--- src/hw/rtl/srisc_pkg.sv ---
// Shared constants, opcodes and types of the small RISC instruction step block.
`default_nettype none
package srisc_pkg;

   localparam int MEM_BYTES_DEF = 65536;
   localparam int NUM_REGS_DEF  = 32;

   localparam int REQ_DATA_W = 56;
   localparam int RSP_DATA_W = 32;
   localparam int WORD_W     = 32;
   localparam int PC_W       = 16;
   localparam int RIDX_W     = 5;

   localparam logic [RIDX_W-1:0] LINK_REG = 5'd31;

   localparam logic CMD_EXEC    = 1'b0;
   localparam logic CMD_PRELOAD = 1'b1;

   localparam logic [5:0] OP_HALT = 6'd0;
   localparam logic [5:0] OP_ADD  = 6'd1;
   localparam logic [5:0] OP_ADDI = 6'd2;
   localparam logic [5:0] OP_SUB  = 6'd3;
   localparam logic [5:0] OP_SUBI = 6'd4;
   localparam logic [5:0] OP_MUL  = 6'd5;
   localparam logic [5:0] OP_MULI = 6'd6;
   localparam logic [5:0] OP_LDB  = 6'd7;
   localparam logic [5:0] OP_STB  = 6'd8;
   localparam logic [5:0] OP_BEQ  = 6'd9;
   localparam logic [5:0] OP_BNE  = 6'd10;
   localparam logic [5:0] OP_BLT  = 6'd11;
   localparam logic [5:0] OP_BGT  = 6'd12;
   localparam logic [5:0] OP_BLE  = 6'd13;
   localparam logic [5:0] OP_BGE  = 6'd14;
   localparam logic [5:0] OP_JMP  = 6'd15;
   localparam logic [5:0] OP_JR   = 6'd16;
   localparam logic [5:0] OP_JAL  = 6'd17;
   localparam logic [5:0] OP_OUT  = 6'd18;

   // result word, next_pc in the low bits
   typedef struct packed {
      logic            bad_opcode;
      logic [7:0]      out_byte;
      logic            out_valid;
      logic            halted;
      logic [PC_W-1:0] next_pc;
   } rsp_type;

   // everything one executed word asks of the state
   typedef struct packed {
      logic [PC_W-1:0]   next_pc;
      logic              halt;
      logic              rf_we;
      logic [RIDX_W-1:0] rf_waddr;
      logic [WORD_W-1:0] rf_wdata;
      logic              mem_we;
      logic              mem_re;
      logic [PC_W-1:0]   mem_addr;
      logic [7:0]        mem_wdata;
      logic              out_valid;
      logic [7:0]        out_byte;
      logic              bad_opcode;
   } exec_type;

endpackage
`default_nettype wire

--- src/hw/rtl/srisc_exec.sv ---
// Instruction decode and execute: next pc, register and memory requests, out byte.
`default_nettype none
module srisc_exec (
   input  logic                            cmd,
   input  logic [srisc_pkg::WORD_W-1:0]    inst,
   input  logic [srisc_pkg::PC_W-1:0]      load_address,
   input  logic [7:0]                      load_byte,
   input  logic [srisc_pkg::WORD_W-1:0]    a_val,
   input  logic [srisc_pkg::WORD_W-1:0]    b_val,
   input  logic [srisc_pkg::WORD_W-1:0]    c_val,
   input  logic [srisc_pkg::PC_W-1:0]      pc,
   input  logic                            halt,
   output srisc_pkg::exec_type             ex
);
   import srisc_pkg::*;

   logic [5:0]        opc;
   logic [WORD_W-1:0] sext;
   logic [PC_W-1:0]   pc_inc;
   logic [PC_W-1:0]   br_target;
   logic [PC_W-1:0]   eff_addr;
   logic              take;

   always_comb begin
      opc       = inst[31:26];
      sext      = {{16{inst[15]}}, inst[15:0]};
      pc_inc    = pc + 16'd4;
      // pc + 4*imm, wrapped to 16 bits
      br_target = pc + {inst[13:0], 2'b00};
      eff_addr  = b_val[PC_W-1:0] + inst[15:0];
      take      = 1'b0;

      ex           = '0;
      ex.next_pc   = pc;
      ex.halt      = halt;
      ex.rf_waddr  = inst[25:21];
      ex.mem_addr  = eff_addr;
      ex.mem_wdata = a_val[7:0];

      if (cmd == CMD_PRELOAD) begin
         ex.mem_we    = 1'b1;
         ex.mem_addr  = load_address;
         ex.mem_wdata = load_byte;
      end else if (!halt) begin
         ex.next_pc = pc_inc;
         case (opc)
            OP_HALT: ex.halt = 1'b1;
            OP_ADD: begin
               ex.rf_we    = 1'b1;
               ex.rf_wdata = b_val + c_val;
            end
            OP_ADDI: begin
               ex.rf_we    = 1'b1;
               ex.rf_wdata = b_val + sext;
            end
            OP_SUB: begin
               ex.rf_we    = 1'b1;
               ex.rf_wdata = b_val - c_val;
            end
            OP_SUBI: begin
               ex.rf_we    = 1'b1;
               ex.rf_wdata = b_val - sext;
            end
            OP_MUL: begin
               ex.rf_we    = 1'b1;
               ex.rf_wdata = b_val * c_val;
            end
            OP_MULI: begin
               ex.rf_we    = 1'b1;
               ex.rf_wdata = b_val * sext;
            end
            OP_LDB: ex.mem_re = 1'b1;
            OP_STB: ex.mem_we = 1'b1;
            OP_BEQ, OP_BNE, OP_BLT, OP_BGT, OP_BLE, OP_BGE: begin
               case (opc)
                  OP_BEQ:  take = (a_val == b_val);
                  OP_BNE:  take = (a_val != b_val);
                  OP_BLT:  take = ($signed(a_val) < $signed(b_val));
                  OP_BGT:  take = ($signed(b_val) < $signed(a_val));
                  OP_BLE:  take = !($signed(b_val) < $signed(a_val));
                  default: take = !($signed(a_val) < $signed(b_val));
               endcase
               if (take) begin
                  ex.next_pc = br_target;
               end
            end
            OP_JMP: ex.next_pc = inst[15:0];
            OP_JR:  ex.next_pc = a_val[PC_W-1:0];
            OP_JAL: begin
               ex.rf_we    = 1'b1;
               ex.rf_waddr = LINK_REG;
               ex.rf_wdata = {16'd0, pc_inc};
               ex.next_pc  = inst[15:0];
            end
            OP_OUT: begin
               ex.out_valid = 1'b1;
               ex.out_byte  = a_val[7:0];
            end
            default: ex.bad_opcode = 1'b1;
         endcase
      end
   end

endmodule
`default_nettype wire

--- config.mk ---
export PLATFORM = sky130hd
export DESIGN_NAME = srisc_exec
export DESIGN_NICKNAME = d
export VERILOG_FILES = /design/src/hw/rtl/srisc_pkg.sv /design/src/hw/rtl/srisc_exec.sv
export SDC_FILE = /design/constraint.sdc
export NUM_CORES = 2
export LEC_CHECK = 0
export ABC_AREA = 1
export BUFFER_PORTS_ARGS = -buffer_cell sky130_fd_sc_hd__buf_4
export CAP_MARGIN = 20
export CORE_MARGIN = 1.5
export CORE_UTILIZATION = 45
export DETAILED_ROUTE_END_ITERATION = 8
export GPL_ROUTABILITY_DRIVEN = 0
export GPL_TIMING_DRIVEN = 1
export SETUP_SLACK_MARGIN = 0.3
export SYNTH_ARGS = -nofsm -noshare
export SYNTH_HDL_FRONTEND = slang
export SYNTH_SLANG_ARGS = --single-unit
--- constraint.sdc ---
create_clock -name vclk -period 7.9
set_clock_uncertainty 0.2 [all_clocks]
set_input_delay 0.79 -clock vclk [all_inputs]
set_output_delay 0.79 -clock vclk [all_outputs]
set_load 0.01 [all_outputs]
# After elaboration in Yosys (flattened, before gate mapping)
# Cells that the tools add are included.
dict set report totals {
  reg_bits 0
  in_bits 170
  output_inout_bits 91
  word_cells 59
}
dict set report classes {
  addsub 7
  mul 2
  n_lt_le_gt_ge 2
  eq_ne 20
  mux 21
  n_reduce_logical 7
}
# cell n
set op_table {}
lappend op_table {{one-hot mux 32 bit (7 select lines)} 1}
lappend op_table {{adder 32 bit} 2}
lappend op_table {{less-than comparator 32 bit} 2}
lappend op_table {{subtractor 32 bit} 2}
lappend op_table {{two-way mux 57 bit} 1}
lappend op_table {{two-way mux 55 bit} 1}
lappend op_table {{== test 6 x 4 -> 1 bit (second input constant)} 8}
lappend op_table {{one-hot mux 16 bit (3 select lines)} 1}
lappend op_table {{adder 16 bit} 2}
lappend op_table {{== test 32 bit} 1}
lappend op_table {{multiplier 32 x 16 -> 32 bit} 1}
lappend op_table {{multiplier 32 x 32 -> 32 bit} 1}
lappend op_table {{inequality test 32 bit} 1}
lappend op_table {{== test 6 x 3 -> 1 bit (second input constant)} 4}
lappend op_table {{two-way mux 24 bit} 1}
lappend op_table {{two-way mux 10 bit} 2}
lappend op_table {{OR reduction 19 bit} 1}
lappend op_table {{== test 6 x 5 -> 1 bit (second input constant)} 3}
lappend op_table {{adder 16 x 3 -> 16 bit (second input constant)} 1}
lappend op_table {{two-way mux 16 bit} 1}
lappend op_table {{== test 6 x 2 -> 1 bit (second input constant)} 2}
lappend op_table {{two-way mux 1 bit} 10}
lappend op_table {{two-way mux 9 bit} 1}
lappend op_table {{OR reduction 7 bit} 1}
lappend op_table {{7 further kinds} 8}

# Logic depth before layout (Yosys ltp)
dict set report logic_depth {
  depth_word 10
  ltp_mapped 37
}

# Least setup slack after synthesis
# OpenSTA, ideal clock, no wires.
dict set report synth_path {
  path_type {input-to-output}
  from {in c_val[5] (netlist bit)}
  to {out ex[63] (netlist bit)}
  t_arrival_ns 7.110
  required_time_ns 6.910
  setup_slack_ns -0.200
  cell_stages 30
  n_path_buf 2
  path_cell_list {buf_1 > buf_1 > nand2_1 > inv_1 > fa_1 > fa_1 > fa_1 > inv_1 > fa_1 > inv_1 > fa_1 > inv_1 > fa_1 > inv_1 > fa_1 > fa_1 > ha_1 > nand2_1 > inv_1 > nand3_1 > nor3_1 > nand4_1 > nand3_1 > a21o_1 > nand2_1 > nand2_1 > nor2_1 > o21ai_0 > nor2_1 > nor2_1}
}
# element line_no
set synth_lines {}
lappend synth_lines {{start: declaration} srisc_exec.sv:10} ;# input logic [srisc_pkg::WORD_W-1:0] c_val,
lappend synth_lines {{end: declaration} srisc_exec.sv:13} ;# output srisc_pkg::exec_type ex

==> run summary <==
num sequential: 0
synthesis-to-finish area growth: 24.6%
top area cells in the synthesized netlist: sky130_fd_sc_hd__fa_1 39%, sky130_fd_sc_hd__nand2_1 15%, sky130_fd_sc_hd__inv_1 15%, sky130_fd_sc_hd__ha_1 11%, sky130_fd_sc_hd__a21oi_1 3.1%
mapped cell area: 36600 sq um
CP peak stage delay: 0.56 ns
total global routing track utilization: 34.6%
number of DRC violations after detailed-routing iteration 0: 3124
total area of multi-input combinational cells: 31800 sq um
total of endpoints with negative setup slack in the final report: 14
most area-hungry cell type in the Yosys netlist: sky130_fd_sc_hd__fa_1
arrival time at the worst endpoint: 7.25 ns
cell type with the highest occurrence count on the critical path: sky130_fd_sc_hd__fa_1
number of hold-slack violations in the final timing report: 0
nature of the critical path startpoint: input pin
Worst Setup Path Type: in2out
Gate Count Post-Synth: 5333
most numerous cell in the Yosys netlist: sky130_fd_sc_hd__nand2_1
cell class contributing the biggest share of worst-path delay: adder cells
Layout fillers: 7695
Rows: 104
number of design rule violations left after detail routing: 0
Max Fanout on Critical Path: 7
result of the run: finished, violations left
RSZ-0062 raised after global routing: true
number of warnings reported in the yosys synthesis log: 0
Post-Synthesis Mean Instance Area: 6.87 sq um
Worst Tran Pin Value: 0.942 ns
antenna viol nets, final: 0
horizontal extent of the die: 288 um
per-cell via count in the routed design: 5.27
ports placed on the boundary: 261
fraction of final layout cells sized beyond drive strength 1: 19.4%
capturing element type of the critical path: primary output
post-detailed-routing wire length: 144000 um
detailed-router iteration count before antenna repair: 7
largest net degree at the start of global routing: 40
vertical die dimension: 288 um
via count of the first global-routing pass: 37000
count of pins over their slew limit: 0
aggregate global routing overflow: 0
standard cell core area: 80500 sq um
number of unique standard cell types used by synthesis: 61
total of buffers placed on input and output ports: 256
drt wl/cell: 20.7 um
Seq/Total Area, Yosys: 0%
die area: 83100 sq um
post-synth net total: 6529
Req. time, crit path: 6.91 ns
leading cell types by count after synthesis: 1439 x sky130_fd_sc_hd__nand2_1, 1437 x sky130_fd_sc_hd__inv_1, 715 x sky130_fd_sc_hd__fa_1
fin crit share: 104%
final period demand of the worst path: 8.24 ns
footprint of the flip-flops and latches: 0 sq um
worst min-delay path class: in2out
final critical-path setup slack: -0.340 ns
count of clock-net buffers in the final layout: 0
worst max-slew margin expressed relative to the limit: 37.2%
nets: 7097
starting density of the core: 45.5%
slowest cell on the critical path: sky130_fd_sc_hd__fa_2
Achievable Freq: 0.121 GHz
Max-cap violations: 0
dpl hpwl: 120000 um
violated checks: negative setup slack
post-synth top area share: 39.1%
hold slack final: 1.64 ns
Buf/Inv on CP: 7
detailed-route via count: 36700
number of antenna violations at the first check in global routing: 4
first-pass GRT wire length: 216000 um
[cells in the final DEF (no fill, tap or decap), types with 32 or more instances in the layout]
cell type | netlist | final
sky130_fd_sc_hd__a21oi_1 | 224 | 184
sky130_fd_sc_hd__buf_12 | 0 | 34
sky130_fd_sc_hd__buf_4 | 1 | 675
sky130_fd_sc_hd__buf_6 | 3 | 68
sky130_fd_sc_hd__fa_1 | 715 | 680
sky130_fd_sc_hd__fa_2 | 0 | 35
sky130_fd_sc_hd__ha_1 | 311 | 279
sky130_fd_sc_hd__inv_1 | 1437 | 1403
sky130_fd_sc_hd__inv_2 | 14 | 47
sky130_fd_sc_hd__nand2_1 | 1439 | 1394
sky130_fd_sc_hd__nand2_2 | 3 | 32
sky130_fd_sc_hd__nand3_1 | 176 | 149
sky130_fd_sc_hd__nor2_1 | 206 | 190
sky130_fd_sc_hd__o21ai_0 | 182 | 148
sky130_fd_sc_hd__xnor2_1 | 34 | 34
sky130_fd_sc_hd__xor2_1 | 58 | 55
[what timing repair did]
item,CTS,global route
resized for setup,333,196
cloned,1,3
buffers inserted,22,25
endpoints found under the setup margin,23,23
pin swaps,135,104
hold buffers,0,0
[kinds of logic after synthesis]
| group | count (synthesis) | share of synthesized area, % |
|---|---|---|
| xor gates and xnor gates | 92 | 2.20 |
| AOI/OAI and AO/OA | 557 | 8.71 |
| adders and majority gates | 1026 | 49.7 |
| and+or+nand+nor | 1966 | 21.9 |
| buffers and inverters | 1692 | 17.5 |
[stage by stage]
| step | area, sq um | setup WS [ns] | TNS (ns) | std cells | util [%] |
|---|---|---|---|---|---|
| after floorplan | 36900 | 0.226 | 0 | 5333 | - |
| after global placement | 43000 | -0.654 | -7.60 | 6908 | 53.3 |
| after detailed placement | 43000 | -0.628 | -7.77 | 6908 | 53.3 |
| after CTS | 44500 | -0.319 | -1.98 | 6931 | 55.2 |
| after global routing | 45600 | -0.532 | -5.32 | 6959 | 56.6 |
| final | 45600 | -0.340 | -2.41 | 6961 | 56.6 |
[per-layer routing]
metal  vias to the layer above  GRT usage (%)  routed length [um]
li1                      16800              -                   -
met1                     17600           46.4               58000
met2                      1871           52.4               60700
met3                       339           8.46               16800
met4                         4           16.3                8610
met5                         -              0                  25
[final timing paths]
path | from | end | slack (ns) | cells past startpoint
max | b_val[15] | ex[62] | -0.34 | 28
min | inst[22] | ex[69] | 1.64 | 4
[area by class of cell]
type,count,share of cell area [%]
Antenna cell,2,0.0110
Inverter,1455,12.0
Multi-Input combinational cell,3641,69.6
Tap cell,1060,2.91
Timing Repair Buffer,803,15.5
