[config.mk]
export PLATFORM = sky130hd
export DESIGN_NAME = srisc_regfile
export DESIGN_NICKNAME = d
export VERILOG_FILES = /design/src/hw/rtl/srisc_pkg.sv /design/src/hw/rtl/srisc_regfile.sv
export SDC_FILE = /design/constraint.sdc
export NUM_CORES = 2
export LEC_CHECK = 0
export BUFFER_PORTS_ARGS = -buffer_cell sky130_fd_sc_hd__buf_2
export CELL_PAD_IN_SITES_DETAIL_PLACEMENT = 1
export CELL_PAD_IN_SITES_GLOBAL_PLACEMENT = 1
export CORE_UTILIZATION = 31
export DETAILED_ROUTE_END_ITERATION = 10
export PLACE_DENSITY_LB_ADDON = 0.1
export SYNTH_ARGS = -nofsm -noshare
export SYNTH_HDL_FRONTEND = slang
export SYNTH_SLANG_ARGS = --single-unit
[constraint.sdc]
create_clock -name clock -period 5.04 [get_ports clock]
set_input_delay 0.252 -clock clock [delete_from_list [all_inputs] [get_ports clock]]
set_output_delay 0.252 -clock clock [all_outputs]
set_load 0.03 [all_outputs]
[src/hw/rtl/srisc_pkg.sv]
// Shared constants, opcodes and types of the small RISC instruction step block.
`default_nettype none
package srisc_pkg;

   localparam int MEM_BYTES_DEF = 65536;
   localparam int NUM_REGS_DEF  = 32;

   localparam int REQ_DATA_W = 56;
   localparam int RSP_DATA_W = 32;
   localparam int WORD_W     = 32;
   localparam int PC_W       = 16;
   localparam int RIDX_W     = 5;

   localparam logic [RIDX_W-1:0] LINK_REG = 5'd31;

   localparam logic CMD_EXEC    = 1'b0;
   localparam logic CMD_PRELOAD = 1'b1;

   localparam logic [5:0] OP_HALT = 6'd0;
   localparam logic [5:0] OP_ADD  = 6'd1;
   localparam logic [5:0] OP_ADDI = 6'd2;
   localparam logic [5:0] OP_SUB  = 6'd3;
   localparam logic [5:0] OP_SUBI = 6'd4;
   localparam logic [5:0] OP_MUL  = 6'd5;
   localparam logic [5:0] OP_MULI = 6'd6;
   localparam logic [5:0] OP_LDB  = 6'd7;
   localparam logic [5:0] OP_STB  = 6'd8;
   localparam logic [5:0] OP_BEQ  = 6'd9;
   localparam logic [5:0] OP_BNE  = 6'd10;
   localparam logic [5:0] OP_BLT  = 6'd11;
   localparam logic [5:0] OP_BGT  = 6'd12;
   localparam logic [5:0] OP_BLE  = 6'd13;
   localparam logic [5:0] OP_BGE  = 6'd14;
   localparam logic [5:0] OP_JMP  = 6'd15;
   localparam logic [5:0] OP_JR   = 6'd16;
   localparam logic [5:0] OP_JAL  = 6'd17;
   localparam logic [5:0] OP_OUT  = 6'd18;

   // result word, next_pc in the low bits
   typedef struct packed {
      logic            bad_opcode;
      logic [7:0]      out_byte;
      logic            out_valid;
      logic            halted;
      logic [PC_W-1:0] next_pc;
   } rsp_type;

   // everything one executed word asks of the state
   typedef struct packed {
      logic [PC_W-1:0]   next_pc;
      logic              halt;
      logic              rf_we;
      logic [RIDX_W-1:0] rf_waddr;
      logic [WORD_W-1:0] rf_wdata;
      logic              mem_we;
      logic              mem_re;
      logic [PC_W-1:0]   mem_addr;
      logic [7:0]        mem_wdata;
      logic              out_valid;
      logic [7:0]        out_byte;
      logic              bad_opcode;
   } exec_type;

endpackage
`default_nettype wire

[src/hw/rtl/srisc_regfile.sv]
// Register file: two synchronous RAM copies, reset valid bits, same-edge write forwarding.
`default_nettype none
module srisc_regfile #(
   parameter  int NUM_REGS = srisc_pkg::NUM_REGS_DEF,
   localparam int AW       = $clog2(NUM_REGS)
) (
   input  logic                         clock,
   input  logic                         reset,
   input  logic                         rd_en,
   input  logic [AW-1:0]                ra_addr,
   input  logic [AW-1:0]                rb_addr,
   input  logic [AW-1:0]                rc_addr,
   input  logic                         wr_en,
   input  logic [AW-1:0]                wr_addr,
   input  logic [srisc_pkg::WORD_W-1:0] wr_data,
   output logic [srisc_pkg::WORD_W-1:0] ra_data,
   output logic [srisc_pkg::WORD_W-1:0] rb_data,
   output logic [srisc_pkg::WORD_W-1:0] rc_data
);
   import srisc_pkg::*;

   // copy 0 serves ports a and b, copy 1 serves port c
   logic [WORD_W-1:0] bank0 [NUM_REGS];
   logic [WORD_W-1:0] bank1 [NUM_REGS];

   logic [NUM_REGS-1:0] valid_ff;
   logic [WORD_W-1:0]   ra_q_ff, rb_q_ff, rc_q_ff;
   logic [AW-1:0]       ra_addr_ff, rb_addr_ff, rc_addr_ff;
   logic                ra_v_ff, rb_v_ff, rc_v_ff;
   logic                fwd_en_ff;
   logic [AW-1:0]       fwd_addr_ff;
   logic [WORD_W-1:0]   fwd_data_ff;

   always_ff @(posedge clock) begin
      if (wr_en) begin
         bank0[wr_addr] <= wr_data;
         bank1[wr_addr] <= wr_data;
      end
      if (rd_en) begin
         ra_q_ff     <= bank0[ra_addr];
         rb_q_ff     <= bank0[rb_addr];
         rc_q_ff     <= bank1[rc_addr];
         ra_addr_ff  <= ra_addr;
         rb_addr_ff  <= rb_addr;
         rc_addr_ff  <= rc_addr;
         fwd_addr_ff <= wr_addr;
         fwd_data_ff <= wr_data;
      end
   end

   always_ff @(posedge clock) begin
      if (reset) begin
         valid_ff  <= '0;
         ra_v_ff   <= 1'b0;
         rb_v_ff   <= 1'b0;
         rc_v_ff   <= 1'b0;
         fwd_en_ff <= 1'b0;
      end else begin
         if (wr_en) begin
            valid_ff[wr_addr] <= 1'b1;
         end
         if (rd_en) begin
            ra_v_ff   <= valid_ff[ra_addr];
            rb_v_ff   <= valid_ff[rb_addr];
            rc_v_ff   <= valid_ff[rc_addr];
            // RAM returns old data on a write at the read edge
            fwd_en_ff <= wr_en;
         end
      end
   end

   always_comb begin
      if (fwd_en_ff && (fwd_addr_ff == ra_addr_ff)) ra_data = fwd_data_ff;
      else if (ra_v_ff)                             ra_data = ra_q_ff;
      else                                          ra_data = '0;

      if (fwd_en_ff && (fwd_addr_ff == rb_addr_ff)) rb_data = fwd_data_ff;
      else if (rb_v_ff)                             rb_data = rb_q_ff;
      else                                          rb_data = '0;

      if (fwd_en_ff && (fwd_addr_ff == rc_addr_ff)) rc_data = fwd_data_ff;
      else if (rc_v_ff)                             rc_data = rc_q_ff;
      else                                          rc_data = '0;
   end

endmodule
`default_nettype wire

; Word level (Yosys, flattened, before mapping)
; Memory sizes are Yosys's and may differ from the RTL's. A register that Yosys moved wholly into a read port is not among the register bits.
; Cells that the tools add are included.
; W data, S select, Z words.
[op_classes]
magnitude_cmp = 5
n_eq_ne = 3
mux = 16
bitwise_logic = 1
n_reduce_logical = 4
[ops]
columns = cell, count
row1 = $mux W32, 6
row2 = $or A32 B32 Y32, 1
row3 = $lt A5 B6 Y1 const B, 4
row4 = $bmux W1 S5, 3
row5 = $eq A5 B5 Y1, 3
row6 = $mux W1, 6
row7 = $demux W1 S5, 1
row8 = $ge A5 B1 Y1 const B, 1
row9 = $logic_and A1 B1 Y1, 4
[word_totals]
reg_bits = 88
mem_bits_rw = 2048
in_bits = 56
out_inout_bits = 96
word_cells = 41
memories = 2
[memory_table]
columns = memory, depth, width, rd, rd_clocked_by_memory_dff, write_ports, line
row1 = bank0, 32, 32, 2, 2, 1, srisc_regfile.sv:23  ; logic [WORD_W-1:0] bank0 [NUM_REGS];
row2 = bank1, 32, 32, 1, 1, 1, srisc_regfile.sv:24  ; logic [WORD_W-1:0] bank1 [NUM_REGS];

; Logic depth before layout (Yosys ltp)
[depth]
ltp_word = 5
ltp_mapped = 9
ltp_nobuf = 5

; Worst setup path after synthesis
; Ideal clock, no wire load.
[synth_timing]
path_type = input to register
from = in wr_addr[0]
to = mem bank1[24][0] (enable)
setup_ns = 0.423
arrival_ns = 2.296
required_ns = 4.617
slack_ns = 2.322
path_stages = 3
path_buffers = 1
cell_sequence = or3b_2 > clkbuf_1 > nor2_1
[synth_lines]
columns = item, line
row1 = from (decl), srisc_regfile.sv:14  ; input logic [AW-1:0] wr_addr,
row2 = to (decl), srisc_regfile.sv:24
; Straight into the memory's write port.

; Final worst setup path
[layout_timing]
from = reg rc_v_ff
to = out rc_data[31] (netlist name)
[layout_via]
elab_chain_len = 2
[layout_rtl]
columns = item, line
row1 = from (decl), srisc_regfile.sv:29  ; logic ra_v_ff, rb_v_ff, rc_v_ff;
row2 = from (signal assigned), srisc_regfile.sv:65  ; rc_v_ff <= valid_ff[rc_addr];
row3 = $mux W32, srisc_regfile.sv:82  ; else if (rc_v_ff) rc_data = rc_q_ff;
row4 = $mux W32, srisc_regfile.sv:81  ; if (fwd_en_ff && (fwd_addr_ff == rc_addr_ff)) rc_data = fwd_data_ff;
row5 = to (decl), srisc_regfile.sv:18  ; output logic [srisc_pkg::WORD_W-1:0] rc_data
; No other way between the ends.

==> flow_summary.ini <==
[outcome]
status = finished, final reports clean

[yosys]
synthCells = 3080
synthArstFlopShare = 0
yosysMostFrequentCell = edfxtp_1
synth_cell_types = 30
synthAdderAreaFrac = 0
syn_avg_cell_area_um2 = 20.3
syn_area_mm2 = 0.0627
synth-compound-area-share = 0.0106
synth_nets = 3136
synth-simple-area-share = 0.0233
ys_warn_count = 0
synth_edf_count = 1172
muxShareOfSynthArea = 0.370
synth-xor-area-share = 0.00210
synth_seq_area_share = 0.573
synth_area_leaders = edfxtp_1 56%, mux4_2 35%, mux2_2 1.7%
synth.largest_area_cell = edfxtp_1
ys_top_cells_by_count = 1172 x edfxtp_1, 960 x mux4_2, 209 x nand2_1
ys_ff_latch = 1208
synth_top_area_frac = 0.562
yosys_most_used_dff = edfxtp_1
synth_top_family_by_area = multiplexers

[detailed_routing]
highest_layer = met5
via_count = 35534
wl_per_cell_um = 38.1
dr_wl_met3_mm = 10.3
vias_per_cell = 5.86
antenna_left = 0
drc = 0
drtIter0Drc = 3417
met2_length_mm = 119
met1_length_mm = 93.4
dr.pass1.iters = 5
drt_wl_total_mm = 231

[finish]
nNetsFinal = 3338
drive_above_1_share = 0.467
fill_cells = 19466
fin_area_mm2 = 0.0725
fin_cells = 6060
areaGrowthSynthToFinish_pct = 15.7

[worst_setup_path]
cp_data_arrival_time_ns = 3.57
slowest_stage = o21ai_0
crit_required_ns = 4.79
path_cells = buf_4, nand2_1, o21ai_0, buf_2
worst_setup_path_end_kind = primary output
startpoint_type = flop
worstRegToRegCells = 3
crit_type = reg -> out
max_stage_delay_ns = 0.88
cp_max_fo = 17

[place]
place_congestion = 0.803
hpwl_mm = 134
pre_cts_ws_ns = 1.90
portBuffers = 151
post_dp_cell_area_mm2 = 0.0673
place_inst = 5745

[clock_network]
cts_sinks = 1208
clock_latency_ns = 0.79
cts_tree = done
cts_resized = 0
cts_hold_buf = 44
cts_buffers = 147
clock_path_buffers = 3
cts-root-buf = clkbuf_16
clk_pin_slew_worst_paths_ns = 0.06
cts_setup_buffers = 0
htree_levels = 4

[timing]
fin_tns_setup_ns = 0
fin_crit_ns = 3.82
relSlewSlack = 0.220
slew_viol_final = 0
rsz0062_at_grt = false
hold_viol = 0
max_freq_ghz = 0.262
finalWorstSetupSlack_ns = 1.22
worst_pin_slew_ns = 1.17
fin_skew_ns = 0.0187
setup_violations = 0
finalCritPeriodShare = 0.758

[pwr]
finalPower_mw = 24.7
p_leak_nw = 22.5
ir_drop_mv = 0.383
p_per_area_mw_per_mm2 = 340

[grt]
grt_max_degree = 85
track_usage = 0.228
grt_pass1_wl_mm = 321
overflow = 0
antenna_found_initial = 6
grt_pass1_vias = 38537

[die]
die_y_um = 452
io_pins = 152
rows = 164
core_mm2 = 0.200
start_util = 0.313
fp.dieW_um = 452
dieArea_mm2 = 0.204

[worst_hold_path]
hold_path_class = in -> reg
holdPathStages = 2

[run]
drv_cap = 0
[cells by family (layout without fill, tap and decap cells)]
family | Yosys count | in the layout
XOR/XNOR | 15 | 15
AND/OR/NAND/NOR | 359 | 359
other | 0 | 1
AO/OA/AOI/OAI | 123 | 123
buffers and inverters | 270 | 593
flip-flops | 1208 | 1208
multiplexers | 1105 | 1105
[where the power goes]
| part | leakage, nW | switching, mW | internal [mW] | total (mW) |
|---|---|---|---|---|
| logic | 9.19 | 1.42 | 1.16 | 2.58 |
| registers | 11.0 | 0.164 | 11.3 | 11.4 |
| clock network | 2.30 | 4.46 | 6.19 | 10.7 |
[cells in the final DEF (no fill, tap or decap), types with 5 or more instances in the layout]
cell	netlist	final
nor2_4	0	32
nand3_1	13	13
buf_12	0	41
inv_6	0	8
xor2_1	12	12
bufinv_16	0	12
buf_8	0	6
clkbuf_1	133	27
buf_2	77	135
mux2_2	96	96
clkinvlp_4	0	11
nand3b_1	5	5
dlygate4sd3_1	0	44
nand2_1	209	209
edfxtp_1	1172	1172
clkinv_2	0	22
a22oi_1	11	11
mux4_2	960	960
nor2b_1	6	6
o21ai_0	96	96
clkbuf_16	0	153
a21oi_1	9	9
mux2i_1	49	49
clkinv_1	0	30
nand2b_1	5	5
dfxtp_1	36	33
buf_4	1	93
nor2_1	105	73
[critical path: cells and delay by family (launching register included)]
kind / cells / cell delay (ns)
AO/OA/AOI/OAI: 1 / 0.88
buffers and inverters: 2 / 0.82
flip-flops: 1 / 0.84
AND/OR/NAND/NOR: 1 / 0.19
[registers in the layout (all words and copies together), names as in the netlist, 32 cells and up]
register     cells
fwd_data_ff     32
bank0           32
valid_ff        32
rc_q_ff         32
bank1          992
rb_q_ff         32
ra_q_ff         32
[area by class of cell]
cell class                      count  area [um^2]  share of cell area
Sequential cell                  1208        35900               0.496
Clock buffer                      181         3940              0.0544
Clock inverter                     89          822              0.0113
Tap cell                         2656         3320              0.0458
Multi-Input combinational cell   1602        25700               0.355
Antenna cell                        1         2.50           0.0000345
Timing Repair Buffer              323         2770              0.0383
[routing by layer]
layer  vias to the layer above  global-route usage
met5                         -                   0
met4                         2              0.0794
met3                       355              0.0308
met2                      1262               0.397
met1                     19948               0.290
li1                      13967                   -
[through the flow]
| stage | util | hold slack (ns) |
|---|---|---|
| final | 0.362 | 0.0844 |
| after global routing | 0.362 | 0.0712 |
| after CTS | 0.362 | 0.0349 |
| after detailed placement | 0.336 | 0.490 |
| after global placement | 0.336 | 0.489 |
| after floorplan | - | 0.351 |
[worst paths after layout]
check | startpoint | end | slack (ns)
worst max register to register | bank1[27][28]$_DFFE_PP_ | rb_q_ff[28]$_DFFE_PP_ | 3.01
worst min-delay path | reset | fwd_en_ff$_SDFFE_PP0P_ | 0.08
worst max-delay path | rc_v_ff$_SDFFE_PP0P_ | rc_data[31] | 1.22
worst min register to register | valid_ff[20]$_SDFFE_PP0P_ | valid_ff[20]$_SDFFE_PP0P_ | 0.52
(Power assumes the default switching activity.)
